## src/hdl/tca_pkg.sv

```systemverilog
// shared types and constants of the tick catch-up accounting unit
// used by every module of the block; no dependencies
package tca_pkg;

  localparam int unsigned TimeW    = 64;
  localparam int unsigned TickW    = 32;
  localparam int unsigned PeriodW  = 32;
  localparam int unsigned CpuW     = 8;
  localparam int unsigned CpuShift = 12;
  localparam int unsigned DataW    = 32;
  localparam int unsigned AddrW    = 3;

  localparam logic [PeriodW-1:0] PeriodReset = PeriodW'(40960000);
  localparam logic [CpuW-1:0]    CpuReset    = '0;
  localparam logic [TickW-1:0]   TickSat     = '1;

  // register index, taken from paddr[2]
  localparam logic RegPeriod = 1'b0;
  localparam logic RegCpu    = 1'b1;

  typedef enum logic [4:0] {
    CMD_NONE,
    CMD_LOAD,
    CMD_START,
    CMD_LAG,
    CMD_EARLY,
    CMD_LONE,
    CMD_DIVL,
    CMD_TAKEL,
    CMD_MULL,
    CMD_ADVL,
    CMD_GAP,
    CMD_GONE,
    CMD_DIVG,
    CMD_TAKEG,
    CMD_MULG,
    CMD_ADVG,
    CMD_OUT
  } tca_cmd_e;

  typedef struct packed {
    logic op;
    logic early;
    logic lag_small;
    logic above;
    logic gap_big;
    logic div_done;
  } tca_status_t;

endpackage

```

## src/hdl/tca_div.sv

```systemverilog
// iterative 64-by-32 divider, one quotient bit per cycle, flags a saturated quotient
// depends on tca_pkg
module tca_div (
  input  logic                            clk_i,
  input  logic                            rst_ni,
  input  logic                            start_i,
  input  logic [tca_pkg::TimeW-1:0]       num_i,
  input  logic [tca_pkg::PeriodW-1:0]     den_i,
  output logic                            done_o,
  output logic [tca_pkg::TickW-1:0]       quot_o,
  output logic                            sat_o
);

  localparam int unsigned CntW = $clog2(tca_pkg::TimeW);
  localparam logic [CntW-1:0] CntLast = CntW'(tca_pkg::TimeW - 1);

  logic                          busy_q, busy_d;
  logic                          done_q, done_d;
  logic [CntW-1:0]               cnt_q, cnt_d;
  logic [tca_pkg::PeriodW-1:0]   rem_q, rem_d;
  logic [tca_pkg::PeriodW-1:0]   den_q, den_d;
  logic [tca_pkg::TimeW-1:0]     num_q, num_d;
  logic [tca_pkg::TickW-1:0]     quot_q, quot_d;
  logic                          sat_q, sat_d;

  logic [tca_pkg::PeriodW:0]     rem_sh;
  logic [tca_pkg::PeriodW:0]     diff;
  logic                          ge;

  assign rem_sh = {rem_q, num_q[tca_pkg::TimeW-1]};
  assign diff   = rem_sh - {1'b0, den_q};
  assign ge     = rem_sh >= {1'b0, den_q};

  always_comb begin
    busy_d = busy_q;
    done_d = 1'b0;
    cnt_d  = cnt_q;
    rem_d  = rem_q;
    den_d  = den_q;
    num_d  = num_q;
    quot_d = quot_q;
    sat_d  = sat_q;
    if (start_i) begin
      busy_d = 1'b1;
      cnt_d  = '0;
      rem_d  = '0;
      den_d  = den_i;
      num_d  = num_i;
      quot_d = '0;
      sat_d  = 1'b0;
    end else if (busy_q) begin
      rem_d  = ge ? diff[tca_pkg::PeriodW-1:0] : rem_sh[tca_pkg::PeriodW-1:0];
      num_d  = {num_q[tca_pkg::TimeW-2:0], 1'b0};
      quot_d = {quot_q[tca_pkg::TickW-2:0], ge};
      // any quotient bit above bit 31 saturates
      sat_d  = sat_q | quot_q[tca_pkg::TickW-1];
      cnt_d  = cnt_q + CntW'(1);
      if (cnt_q == CntLast) begin
        busy_d = 1'b0;
        done_d = 1'b1;
      end
    end
  end

  always_ff @(posedge clk_i or negedge rst_ni) begin
    if (!rst_ni) begin
      busy_q <= 1'b0;
      done_q <= 1'b0;
      cnt_q  <= '0;
    end else begin
      busy_q <= busy_d;
      done_q <= done_d;
      cnt_q  <= cnt_d;
    end
  end

  always_ff @(posedge clk_i) begin
    rem_q  <= rem_d;
    den_q  <= den_d;
    num_q  <= num_d;
    quot_q <= quot_d;
    sat_q  <= sat_d;
  end

  assign done_o = done_q;
  assign quot_o = quot_q;
  assign sat_o  = sat_q;

endmodule

```

## src/hdl/tca_datapath.sv

```systemverilog
// datapath: deadline and global mark, lag and gap, tick counts, result words
// depends on tca_pkg and tca_div
module tca_datapath (
  input  logic                          clk_i,
  input  logic                          rst_ni,
  input  tca_pkg::tca_cmd_e             cmd_i,
  output tca_pkg::tca_status_t          status_o,
  input  logic [tca_pkg::PeriodW-1:0]   period_i,
  input  logic [tca_pkg::CpuW-1:0]      cpu_index_i,
  input  logic                          op_i,
  input  logic [tca_pkg::TimeW-1:0]     clock_req_i,
  output logic                          due_o,
  output logic [tca_pkg::TickW-1:0]     local_ticks_o,
  output logic [tca_pkg::TickW-1:0]     global_ticks_o,
  output logic [tca_pkg::TimeW-1:0]     next_compare_o
);

  localparam int unsigned TimeW = tca_pkg::TimeW;
  localparam int unsigned TickW = tca_pkg::TickW;

  logic [TimeW-1:0] deadline_q, deadline_d;
  logic [TimeW-1:0] mark_q, mark_d;

  logic             op_q, op_d;
  logic [TimeW-1:0] clk_q, clk_d;
  logic [TimeW-1:0] lag_q, lag_d;
  logic             early_q, early_d;
  logic [TimeW-1:0] gap_q, gap_d;
  logic             above_q, above_d;
  logic             due_q, due_d;
  logic [TickW-1:0] lt_q, lt_d;
  logic [TickW-1:0] gt_q, gt_d;
  logic [TimeW-1:0] prod_q, prod_d;

  logic             out_due_q, out_due_d;
  logic [TickW-1:0] out_lt_q, out_lt_d;
  logic [TickW-1:0] out_gt_q, out_gt_d;
  logic [TimeW-1:0] out_next_q, out_next_d;

  logic [TimeW-1:0] period_x;
  logic [TimeW-1:0] cpu_off;
  logic [TickW-1:0] mul_a;
  logic [TimeW-1:0] mul_p;

  logic             div_start;
  logic [TimeW-1:0] div_num;
  logic             div_done;
  logic [TickW-1:0] div_quot;
  logic             div_sat;

  assign period_x = {{(TimeW-tca_pkg::PeriodW){1'b0}}, period_i};
  assign cpu_off  = TimeW'(cpu_index_i) << tca_pkg::CpuShift;
  assign mul_a    = (cmd_i == tca_pkg::CMD_MULG) ? gt_q : lt_q;
  assign mul_p    = {{(TimeW-TickW){1'b0}}, mul_a} * period_x;

  assign div_start = (cmd_i == tca_pkg::CMD_DIVL) || (cmd_i == tca_pkg::CMD_DIVG);
  assign div_num   = (cmd_i == tca_pkg::CMD_DIVG) ? gap_q : lag_q;

  tca_div u_div (
    .clk_i   (clk_i),
    .rst_ni  (rst_ni),
    .start_i (div_start),
    .num_i   (div_num),
    .den_i   (period_i),
    .done_o  (div_done),
    .quot_o  (div_quot),
    .sat_o   (div_sat)
  );

  always_comb begin
    deadline_d = deadline_q;
    mark_d     = mark_q;
    op_d       = op_q;
    clk_d      = clk_q;
    lag_d      = lag_q;
    early_d    = early_q;
    gap_d      = gap_q;
    above_d    = above_q;
    due_d      = due_q;
    lt_d       = lt_q;
    gt_d       = gt_q;
    prod_d     = prod_q;
    out_due_d  = out_due_q;
    out_lt_d   = out_lt_q;
    out_gt_d   = out_gt_q;
    out_next_d = out_next_q;
    unique case (cmd_i)
      tca_pkg::CMD_LOAD: begin
        op_d  = op_i;
        clk_d = clock_req_i;
        due_d = 1'b1;
        lt_d  = '0;
        gt_d  = '0;
      end
      tca_pkg::CMD_START: begin
        deadline_d = clk_q + period_x;
        mark_d     = clk_q + period_x;
      end
      tca_pkg::CMD_LAG: begin
        lag_d   = clk_q - deadline_q;
        early_d = clk_q < deadline_q;
      end
      tca_pkg::CMD_EARLY: due_d = 1'b0;
      tca_pkg::CMD_LONE:  lt_d  = TickW'(1);
      tca_pkg::CMD_TAKEL: begin
        // missed ticks plus the one that is due, held at the limit
        lt_d = (div_sat || (div_quot == tca_pkg::TickSat)) ?
               tca_pkg::TickSat : div_quot + TickW'(1);
      end
      tca_pkg::CMD_MULL:  prod_d     = mul_p;
      tca_pkg::CMD_ADVL:  deadline_d = deadline_q + prod_q;
      tca_pkg::CMD_GAP: begin
        gap_d   = deadline_q - mark_q;
        above_d = deadline_q > mark_q;
      end
      tca_pkg::CMD_GONE: begin
        gt_d   = TickW'(1);
        prod_d = period_x;
      end
      tca_pkg::CMD_TAKEG: gt_d   = div_sat ? tca_pkg::TickSat : div_quot;
      tca_pkg::CMD_MULG:  prod_d = mul_p;
      tca_pkg::CMD_ADVG:  mark_d = mark_q + prod_q;
      tca_pkg::CMD_OUT: begin
        out_due_d  = due_q;
        out_lt_d   = lt_q;
        out_gt_d   = gt_q;
        out_next_d = deadline_q + cpu_off;
      end
      default: ;
    endcase
  end

  always_ff @(posedge clk_i or negedge rst_ni) begin
    if (!rst_ni) begin
      deadline_q <= '0;
      mark_q     <= '0;
    end else begin
      deadline_q <= deadline_d;
      mark_q     <= mark_d;
    end
  end

  always_ff @(posedge clk_i) begin
    op_q       <= op_d;
    clk_q      <= clk_d;
    lag_q      <= lag_d;
    early_q    <= early_d;
    gap_q      <= gap_d;
    above_q    <= above_d;
    due_q      <= due_d;
    lt_q       <= lt_d;
    gt_q       <= gt_d;
    prod_q     <= prod_d;
    out_due_q  <= out_due_d;
    out_lt_q   <= out_lt_d;
    out_gt_q   <= out_gt_d;
    out_next_q <= out_next_d;
  end

  always_comb begin
    status_o.op        = op_q;
    status_o.early     = early_q;
    status_o.lag_small = lag_q < period_x;
    status_o.above     = above_q;
    status_o.gap_big   = gap_q >= {period_x[TimeW-2:0], 1'b0};
    status_o.div_done  = div_done;
  end

  assign due_o          = out_due_q;
  assign local_ticks_o  = out_lt_q;
  assign global_ticks_o = out_gt_q;
  assign next_compare_o = out_next_q;

endmodule

```

## src/hdl/tca_ctrl.sv

```systemverilog
// controller: sequences one event through the datapath, owns both handshakes
// depends on tca_pkg
module tca_ctrl (
  input  logic                  clk_i,
  input  logic                  rst_ni,
  input  logic                  in_valid_i,
  output logic                  in_stall_o,
  output logic                  out_valid_o,
  input  logic                  out_stall_i,
  input  tca_pkg::tca_status_t  status_i,
  output tca_pkg::tca_cmd_e     cmd_o
);

  typedef enum logic [3:0] {
    S_IDLE,
    S_CHECK,
    S_CLASS,
    S_WDIVL,
    S_MULL,
    S_ADVL,
    S_GAP,
    S_GCLS,
    S_WDIVG,
    S_MULG,
    S_ADVG,
    S_FINISH
  } state_e;

  state_e state_q, state_d;
  logic   out_valid_q, out_valid_d;
  logic   out_free;

  assign in_stall_o = state_q != S_IDLE;
  assign out_free   = !out_valid_q || !out_stall_i;

  always_comb begin
    state_d     = state_q;
    cmd_o       = tca_pkg::CMD_NONE;
    out_valid_d = out_valid_q && out_stall_i;
    unique case (state_q)
      S_IDLE: begin
        if (in_valid_i) begin
          cmd_o   = tca_pkg::CMD_LOAD;
          state_d = S_CHECK;
        end
      end
      S_CHECK: begin
        if (status_i.op) begin
          cmd_o   = tca_pkg::CMD_START;
          state_d = S_FINISH;
        end else begin
          cmd_o   = tca_pkg::CMD_LAG;
          state_d = S_CLASS;
        end
      end
      S_CLASS: begin
        priority if (status_i.early) begin
          cmd_o   = tca_pkg::CMD_EARLY;
          state_d = S_FINISH;
        end else if (status_i.lag_small) begin
          cmd_o   = tca_pkg::CMD_LONE;
          state_d = S_MULL;
        end else begin
          cmd_o   = tca_pkg::CMD_DIVL;
          state_d = S_WDIVL;
        end
      end
      S_WDIVL: begin
        if (status_i.div_done) begin
          cmd_o   = tca_pkg::CMD_TAKEL;
          state_d = S_MULL;
        end
      end
      S_MULL: begin
        cmd_o   = tca_pkg::CMD_MULL;
        state_d = S_ADVL;
      end
      S_ADVL: begin
        cmd_o   = tca_pkg::CMD_ADVL;
        state_d = S_GAP;
      end
      S_GAP: begin
        cmd_o   = tca_pkg::CMD_GAP;
        state_d = S_GCLS;
      end
      S_GCLS: begin
        priority if (!status_i.above) begin
          state_d = S_FINISH;
        end else if (status_i.gap_big) begin
          cmd_o   = tca_pkg::CMD_DIVG;
          state_d = S_WDIVG;
        end else begin
          cmd_o   = tca_pkg::CMD_GONE;
          state_d = S_ADVG;
        end
      end
      S_WDIVG: begin
        if (status_i.div_done) begin
          cmd_o   = tca_pkg::CMD_TAKEG;
          state_d = S_MULG;
        end
      end
      S_MULG: begin
        cmd_o   = tca_pkg::CMD_MULG;
        state_d = S_ADVG;
      end
      S_ADVG: begin
        cmd_o   = tca_pkg::CMD_ADVG;
        state_d = S_FINISH;
      end
      S_FINISH: begin
        if (out_free) begin
          cmd_o       = tca_pkg::CMD_OUT;
          out_valid_d = 1'b1;
          state_d     = S_IDLE;
        end
      end
      default: state_d = S_IDLE;
    endcase
  end

  always_ff @(posedge clk_i or negedge rst_ni) begin
    if (!rst_ni) begin
      state_q     <= S_IDLE;
      out_valid_q <= 1'b0;
    end else begin
      state_q     <= state_d;
      out_valid_q <= out_valid_d;
    end
  end

  assign out_valid_o = out_valid_q;

endmodule

```

## src/hdl/tick_catchup_accounting_unit.sv

```systemverilog
// top level of the tick catch-up accounting unit: register port and glue
// depends on tca_pkg, tca_ctrl and tca_datapath (which holds tca_div)
//
//   channel  | direction | handshake              | words
//   ---------+-----------+------------------------+---------------------------------
//   in       | input     | in_valid_i/in_stall_o  | op_i, clock_req_i
//   out      | output    | out_valid_o/out_stall_i| due_o, local_ticks_o,
//            |           |                        | global_ticks_o, next_compare_o
//   regs     | apb       | psel/penable/pready    | period @ 0x0, cpu_index @ 0x4
//
// one event at a time, each opened by load and closed by output: a start adds start,
// an early interrupt lag and early, an interrupt with no missed tick lag, one tick,
// multiply, advance, gap and class, and a single global tick the mark advance; the
// shared bit-serial divider runs for missed local ticks and for a wide global gap
// reset clears deadline and global mark to zero and loads the register defaults
// a new word is taken while a result waits; a stalled result holds only the last step
module tick_catchup_accounting_unit (
  input  logic                          clk_i,
  input  logic                          rst_ni,
  // input words
  input  logic                          in_valid_i,
  output logic                          in_stall_o,
  input  logic                          op_i,
  input  logic [tca_pkg::TimeW-1:0]     clock_req_i,
  // result words
  output logic                          out_valid_o,
  input  logic                          out_stall_i,
  output logic                          due_o,
  output logic [tca_pkg::TickW-1:0]     local_ticks_o,
  output logic [tca_pkg::TickW-1:0]     global_ticks_o,
  output logic [tca_pkg::TimeW-1:0]     next_compare_o,
  // register port
  input  logic                          psel,
  input  logic                          penable,
  input  logic                          pwrite,
  input  logic [tca_pkg::AddrW-1:0]     paddr,
  input  logic [tca_pkg::DataW-1:0]     pwdata,
  output logic [tca_pkg::DataW-1:0]     prdata,
  output logic                          pready
);

  logic [tca_pkg::PeriodW-1:0] period_q, period_d;
  logic [tca_pkg::CpuW-1:0]    cpu_q, cpu_d;
  logic                        reg_wr;
  logic                        reg_idx;

  tca_pkg::tca_cmd_e    cmd;
  tca_pkg::tca_status_t status;

  // no wait states on the register port
  assign pready  = 1'b1;
  assign reg_wr  = psel && penable && pwrite && pready;
  // word address, byte lanes ignored
  assign reg_idx = paddr[2];

  always_comb begin
    period_d = period_q;
    cpu_d    = cpu_q;
    if (reg_wr) begin
      unique case (reg_idx)
        tca_pkg::RegPeriod: period_d = pwdata[tca_pkg::PeriodW-1:0];
        tca_pkg::RegCpu:    cpu_d    = pwdata[tca_pkg::CpuW-1:0];
        default: ;
      endcase
    end
  end

  always_ff @(posedge clk_i or negedge rst_ni) begin
    if (!rst_ni) begin
      period_q <= tca_pkg::PeriodReset;
      cpu_q    <= tca_pkg::CpuReset;
    end else begin
      period_q <= period_d;
      cpu_q    <= cpu_d;
    end
  end

  // read back the addressed register
  assign prdata = (reg_idx == tca_pkg::RegCpu) ?
                  {{(tca_pkg::DataW-tca_pkg::CpuW){1'b0}}, cpu_q} :
                  tca_pkg::DataW'(period_q);

  // sequencer: handshakes and step order
  tca_ctrl u_ctrl (
    .clk_i       (clk_i),
    .rst_ni      (rst_ni),
    .in_valid_i  (in_valid_i),
    .in_stall_o  (in_stall_o),
    .out_valid_o (out_valid_o),
    .out_stall_i (out_stall_i),
    .status_i    (status),
    .cmd_o       (cmd)
  );

  // arithmetic, timing state and result registers
  tca_datapath u_datapath (
    .clk_i          (clk_i),
    .rst_ni         (rst_ni),
    .cmd_i          (cmd),
    .status_o       (status),
    .period_i       (period_q),
    .cpu_index_i    (cpu_q),
    .op_i           (op_i),
    .clock_req_i    (clock_req_i),
    .due_o          (due_o),
    .local_ticks_o  (local_ticks_o),
    .global_ticks_o (global_ticks_o),
    .next_compare_o (next_compare_o)
  );

endmodule
```

## config.mk

```make
export PLATFORM = sky130hd
export DESIGN_NAME = tick_catchup_accounting_unit
export DESIGN_NICKNAME = d
export VERILOG_FILES = /design/src/hdl/tca_pkg.sv /design/src/hdl/tca_div.sv /design/src/hdl/tca_datapath.sv /design/src/hdl/tca_ctrl.sv /design/src/hdl/tick_catchup_accounting_unit.sv
export SDC_FILE = /design/constraint.sdc
export NUM_CORES = 2
export LEC_CHECK = 0
export BUFFER_PORTS_ARGS = -buffer_cell sky130_fd_sc_hd__buf_2
export CAP_MARGIN = 20
export CORE_MARGIN = 1.5
export CORE_UTILIZATION = 50
export DETAILED_ROUTE_END_ITERATION = 6
export PLACE_DENSITY_LB_ADDON = 0.12
export SYNTH_ARGS = -nofsm -noshare
export SYNTH_HDL_FRONTEND = slang
export SYNTH_SLANG_ARGS = --single-unit
```

## constraint.sdc

```tcl
create_clock -name clk_i -period 14.94 [get_ports clk_i]
set_input_delay 0.747 -clock clk_i [delete_from_list [all_inputs] [get_ports clk_i]]
set_output_delay 0.747 -clock clk_i [all_outputs]
set_load 0.05 [all_outputs]
```

; Word-level counts from Yosys, hierarchy flattened
; Cells that the tools add are included.
[totals]
reg_bits = 795
output_inout_bits = 164
elab_cells = 143
[op_classes]
n_addsub = 9
mul = 1
n_lt_le_gt_ge = 5
n_eq_ne = 33
mux = 44
bitwise_logic = 2
n_reduce_logical = 21
[op_table]
columns = operator, n
row1 = 64-bit one-hot mux with 2 select lines, 3
row2 = 64-bit 2-to-1 mux, 3
row3 = 32-bit one-hot mux with 3 select lines, 2
row4 = 32-bit 2-to-1 mux, 5
row5 = 64-bit adder, 2
row6 = 64-bit subtractor, 2
row7 = 64-bit by 20-bit adder with 64-bit output, 1
row8 = 64-bit by 32-bit adder with 64-bit output, 1
row9 = 64-bit by 33-bit greater-or-equal comparator with 1-bit output, 1
row10 = 64-bit greater-than comparator, 1
row11 = 64-bit by 32-bit < comparator with 1-bit output, 1
row12 = 64-bit < comparator, 1
row13 = 32-bit by 32-bit multiplier with 64-bit output, 1
row14 = 5-bit one-hot mux with 12 select lines, 1
row15 = 4-bit one-hot mux with 12 select lines, 1
row16 = 5-bit by 4-bit equality test with 1-bit output (second input constant), 8
row17 = 33-bit by 32-bit greater-or-equal comparator with 1-bit output, 1
row18 = 32-bit by 1-bit adder with 32-bit output (second input constant), 1
row19 = 32-bit equality test (second input constant), 1
row20 = 4-bit 2-to-1 mux, 8
row21 = 32-bit subtractor, 1
row22 = 5-bit by 3-bit equality test with 1-bit output (second input constant), 4
row23 = 4-bit by 3-bit equality test with 1-bit output (second input constant), 4
row24 = 4-bit equality test (second input constant), 4
row25 = 27 further kinds, 57

; Longest topological paths before layout
[depth]
ltp_word = 8
depth_mapped = 46
mapped_depth_nobuf = 40

; Cells and area by module
; Synthesis repeated with hierarchy kept, for this count alone.
[hier_totals]
hier_cells = 8890
area_unflattened_um2 = 84292.1
[modules_own_cells]
columns = module, n_inst, cells_each, area_each_um2, seq_area_each_um2
row1 = tca_datapath, 1, 7913, 73312.8, 16806.1
row2 = tca_div, 1, 778, 8501.9, 4384.2
row3 = tick_catchup_accounting_unit, 1, 123, 1915.6, 1007.2
row4 = tca_ctrl, 1, 76, 561.8, 125.1

; Least setup slack after synthesis
; No wires, ideal clock.
[synth_path]
kind = register to register
start = reg period_q[31] in the netlist's numbering
end = reg u_datapath.prod_q[63], data pin
arrival_ps = 12315
required_time_ps = 14788
slack_ps = 2473
stages_incl_launch_ff = 42
period_less_slack_ps = 12467
path_cell_list = dfrtp_1 > clkbuf_1 > clkinv_1 > clkbuf_1 > ha_1 > a211oi_1 > nand3_1 > nor3_1 > o211ai_1 > a21oi_1 > o21ai_1 > o211ai_1 > nand4b_1 > a211oi_1 > buf_2 > buf_2 > mux2i_1 > clkbuf_1 > (+6 left out) > inv_1 > fa_1 > inv_1 > fa_1 > inv_1 > fa_1 > fa_1 > ha_1 > and3_1 > nor3b_4 > nand4_2 > a2111oi_4 > a41oi_2 > o31a_1 > o31ai_4 > a31oi_1 > or4b_1 > a31oi_1
[synth_via]
elab_chain_len = 8
elab_cells_between_ends = 14
[synth_lines]
columns = element, line
row1 = "start, declared", tick_catchup_accounting_unit.sv:42  ; logic [tca_pkg::PeriodW-1:0] period_q, period_d;
row2 = "start signal, assigned", tick_catchup_accounting_unit.sv:70  ; period_q <= tca_pkg::PeriodReset;
row3 = "start signal, assigned", tick_catchup_accounting_unit.sv:73  ; period_q <= period_d;
row4 = 64-bit by 33-bit greater-or-equal comparator with 1-bit output / 64-bit by 32-bit < comparator with 1-bit output (equally long branches), "tca_datapath.sv:165, tca_datapath.sv:163"
row5 = 3-bit 2-to-1 mux / 2-bit 2-to-1 mux (equally long branches), "tca_ctrl.sv:89, tca_ctrl.sv:60"
row6 = "5-bit 2-to-1 mux, on equally long branches", "tca_ctrl.sv:87, tca_ctrl.sv:57"
row7 = 5-bit one-hot mux with 12 select lines, tca_ctrl.sv:40  ; unique case (state_q)
row8 = 5-bit by 4-bit equality test with 1-bit output, "tca_datapath.sv:53, tca_datapath.sv:87"
row9 = 32-bit 2-to-1 mux, tca_datapath.sv:53  ; assign mul_a = (cmd_i == tca_pkg::CMD_MULG) ? gt_q : lt_q;
row10 = 32-bit by 32-bit multiplier with 64-bit output, tca_datapath.sv:54  ; assign mul_p = {{(TimeW-TickW){1'b0}}, mul_a} * period_x;
row11 = 64-bit one-hot mux with 2 select lines *, tca_datapath.sv:87  ; unique case (cmd_i)
row12 = "end signal, assigned", tca_datapath.sv:153  ; prod_q <= prod_d;
row13 = "end, declared", tca_datapath.sv:33  ; logic [TimeW-1:0] prod_q, prod_d;
; Mark *: on every way between the ends. The rest lies on a longest branch, timed or not.
; A chain may end at the register's enable or synchronous reset.

; Worst setup path after layout
[layout_path]
start = reg period_q[10] in the netlist's numbering
end = reg u_datapath.prod_q[63], data pin
; The elaborated chain is that of the path after synthesis.

==> out/qor.csv <==
stage,metric,value,unit
run_status,status,finished clean,
detailed_routing,ant_nets,0,
sta,drv_slew,0,
logic_synthesis,ys_top_cells_by_area,"fa_1 22%, edfxtp_1 20%, ha_1 9.9%",
logic_synthesis,ys_ff_latch,795,
worst_setup_path,crit_family,adder cells,
logic_synthesis,avgSynthCellArea,9.38,um2
worst_setup_path,startpoint_type,flip-flop,
logic_synthesis,synth_compound_area_share,13.0,%
logic_synthesis,yosys.area.top_type_share,21.9,%
cts,cts_buffers,97,
logic_synthesis,ys_seq_area_share,27.0,%
hold_path,whs_path_depth,1,
floorplan,floorplan.initialDensity,50.2,%
detailed_routing,totalWireLength,312,mm
cells_and_area,nets,10600,
worst_setup_path,cp_max_fo,34,
sta,rsz0062_at_grt,false,
global_route,grt-ovfl-total,0,
worst_setup_path,crit_type,reg2reg,
global_route,grt_max_degree,129,
placement,gp_congestion,0.999,
worst_setup_path,cp-end-kind,flip-flop,
sta,tns,0,ns
cts,clock_latency,0.78,ns
worst_setup_path,arrival,14.01,ns
logic_synthesis,synthAdderAreaFrac,31.7,%
cells_and_area,multiInputGateArea,54800,um2
logic_synthesis,synthMuxAreaShare,2.60,%
logic_synthesis,async_reset_ff_share,22.8,%
sta,hold_viol_final,0,
cts,post_cts.repair.setup_buffers,0,
sta,finalSetupViolations,0,
detailed_routing,via_count,68200,
cts,cts_num_sinks,795,
placement,io_buffers,267,
detailed_routing,wl_per_cell,27.7,um
global_route,grt_pass1_wl,453,mm
logic_synthesis,syn_area,82700,um2
logic_synthesis,ys_types,93,
sta,min_period_over_period,89.9,%
sta,tightestPinTransition,1.19,ns
detailed_routing,vias_per_cell,6.06,
worst_setup_path,crit_buf_inv,7,
floorplan,die-area,168000,um2
worst_setup_path,r2r_cells,36,
logic_synthesis,syn_nets,10500,
sta,slew_headroom,20.9,%
placement,hpwlAfterDp,245,mm
global_route,grt_pass1_vias,67900,
cts,cts_tree,yes,
job,cap_violations,0,
logic_synthesis,synth_warnings,0,
placement,dp_slack,1.69,ns
sta,fin_crit,13.43,ns
worst_setup_path,crit_cells,36,
floorplan,chipHeight,410,um
logic_synthesis,synth_top_flop_cell,edfxtp_1,
worst_setup_path,cpPeakStageDelay,0.71,ns
logic_synthesis,yosysTopAreaCell,fa_1,
sta,fin_ws,1.51,ns
logic_synthesis,synth-simple-area-share,13.9,%
global_route,antenna_found_initial,40,
cells_and_area,fillers,15000,
cells_and_area,regArea,22300,um2
global_route,grt_use_total,37.1,%
logic_synthesis,postSynthCellCount,8819,
detailed_routing,drc,0,
floorplan,die_w,410,um
cells_and_area,area_growth,8.93,%
cells_and_area,layout-drive-gt1-share,8.20,%
cts,htreeDepth,3,
cts,cts_resized,0,
logic_synthesis,synth_edf_count,549,
floorplan,ios,271,
cells_and_area,final_util,54.7,%
detailed_routing,first_iter_violations,7576,
logic_synthesis,synth_xor_area_share,4.86,%
worst_setup_path,slowest_stage,mux2i_2,
floorplan,core,165000,um2
worst_setup_path,crit_top_cell,fa_1,
hold_path,min_path_type,in2reg,
sta,fmax,74.5,MHz
cts,root_buffer,clkbuf_16,
detailed_routing,firstDrtPassIters,6,
cts,cts_max_path_buffers,3,
logic_synthesis,synth_top_family_by_area,adder cells,
cts,clk_pin_slew,0.06,ns
worst_setup_path,cp.required,15.52,ns
sta,skew,0.0690,ns
floorplan,rows,149,
==> sequential cells by signal, indices dropped and copies added, names as in the netlist, 64 cells and up <==
name                       cells
u_datapath.clk_q              64
u_datapath.deadline_q         64
u_datapath.gap_q              64
u_datapath.lag_q              64
u_datapath.mark_q             64
u_datapath.next_compare_o     64
u_datapath.prod_q             64
u_datapath.u_div.num_q        64
==> path summary, 6_finish.rpt <==
kind / from / endpoint / slack [ns]
min in group asynchronous: rst_ni / u_datapath.deadline_q[63] / 0.72
min: clock_req_i[31] / u_datapath.clk_q[31] / 0.17
max reg2reg: period_q[10] / u_datapath.prod_q[63] / 1.51
min reg2reg: u_datapath.gt_q[24] / u_datapath.global_ticks_o[24] / 0.45
max: period_q[10] / u_datapath.prod_q[63] / 1.51
max in group asynchronous: rst_ni / u_datapath.u_div.busy_q / 11.85
==> synth_stat cells, types with 84 or more instances <==
| master | number |
|---|---|
| dfrtp_1 | 176 |
| o21ai_0 | 304 |
| mux2i_1 | 129 |
| clkbuf_1 | 359 |
| nand3_1 | 140 |
| a21o_1 | 259 |
| xnor2_1 | 291 |
| a21oi_1 | 576 |
| nand2_1 | 817 |
| edfxtp_1 | 549 |
| nor2_1 | 984 |
| ha_1 | 654 |
| inv_1 | 1127 |
| and2_1 | 152 |
| nand4_1 | 84 |
| fa_1 | 903 |
| xor2_1 | 168 |
==> layer usage <==
layer  GRT usage [%]  wire length, um
met1            51.7           129000
met2            53.4           130000
met3            10.3            36100
met4            17.2            16500
met5               0               55
==> worst reg2reg max path, delay by kind of cell (launching register included) <==
| family | cells | cell delay [ns] |
|---|---|---|
| AOI/OAI and AO/OA | 10 | 3.11 |
| adders and majority gates | 10 | 4.93 |
| buffers and inverters | 7 | 2.06 |
| DFF | 1 | 0.33 |
| muxes | 1 | 0.75 |
| and+or+nand+nor | 8 | 2.12 |
==> cell families (layout without fill, tap and decap cells) <==
kind of cell / Yosys count / in the layout
buffers and inverters: 1529 / 1745
AND/OR/NAND/NOR: 2573 / 2573
multiplexers: 205 / 205
XOR/XNOR: 459 / 459
adder cells (fa/ha/maj): 1557 / 1557
flip-flops: 795 / 795
AO/OA/AOI/OAI: 1700 / 1700
other: 1 / 27
==> layout make-up <==
class	count	share of cell area [%]
inverters	1135	4.73
repair buffers	430	2.93
flip-flops and latches	795	24.8
clock buffers	120	2.84
well taps	2189	3.04
diodes	26	0.0722
multi-input cells	6495	60.9
clock inverters	60	0.735
==> through the flow <==
step | hold slack (ns) | std cells | instance area [um2]
after floorplan | 0.400 | 8819 | 82700
final | 0.171 | 11300 | 90100
after global placement | 0.431 | 11000 | 86800
after CTS | 0.110 | 11200 | 90000
after global routing | 0.144 | 11200 | 90100
after detailed placement | 0.432 | 11000 | 86800
==> layout by cell type (no fill, tap or decap), drive strengths merged, types with 19 or more instances in the layout <==
cell    synthesis  layout
ha            654     654
a21oi         576     576
and3           80      80
edfxtp        549     549
nor3           67      67
a31oi          62      62
nand2         817     817
diode           0      26
nand4          85      85
o211ai         61      61
fa            903     903
and2          153     153
nand3         140     140
nor2          984     984
clkbuf        359     120
a22oi          25      25
a21o          259     259
o21ai         327     327
inv          1127    1132
nor4           31      31
mux2           76      76
o221ai         20      20
dfxtp          65      65
or3            19      19
o21a           51      51
dfrtp         176     176
a211oi         57      57
xnor2         291     291
clkinv          8      44
mux2i         129     129
nand2b         64      64
o21bai         50      50
buf            35     429
xor2          168     168
o31ai          31      31
and4           21      21
nor2b          67      67
==> timing repair <==
| item | in CTS | in global routing |
|---|---|---|
| hold buffers | 1 | 0 |
| hold endpoints to repair | 24 | 0 |
| setup endpoints to repair | 0 | 0 |
Power is left out: the tool's default activity adds up to more than one toggle a clock period on the data nets, which glitch-free logic cannot reach.
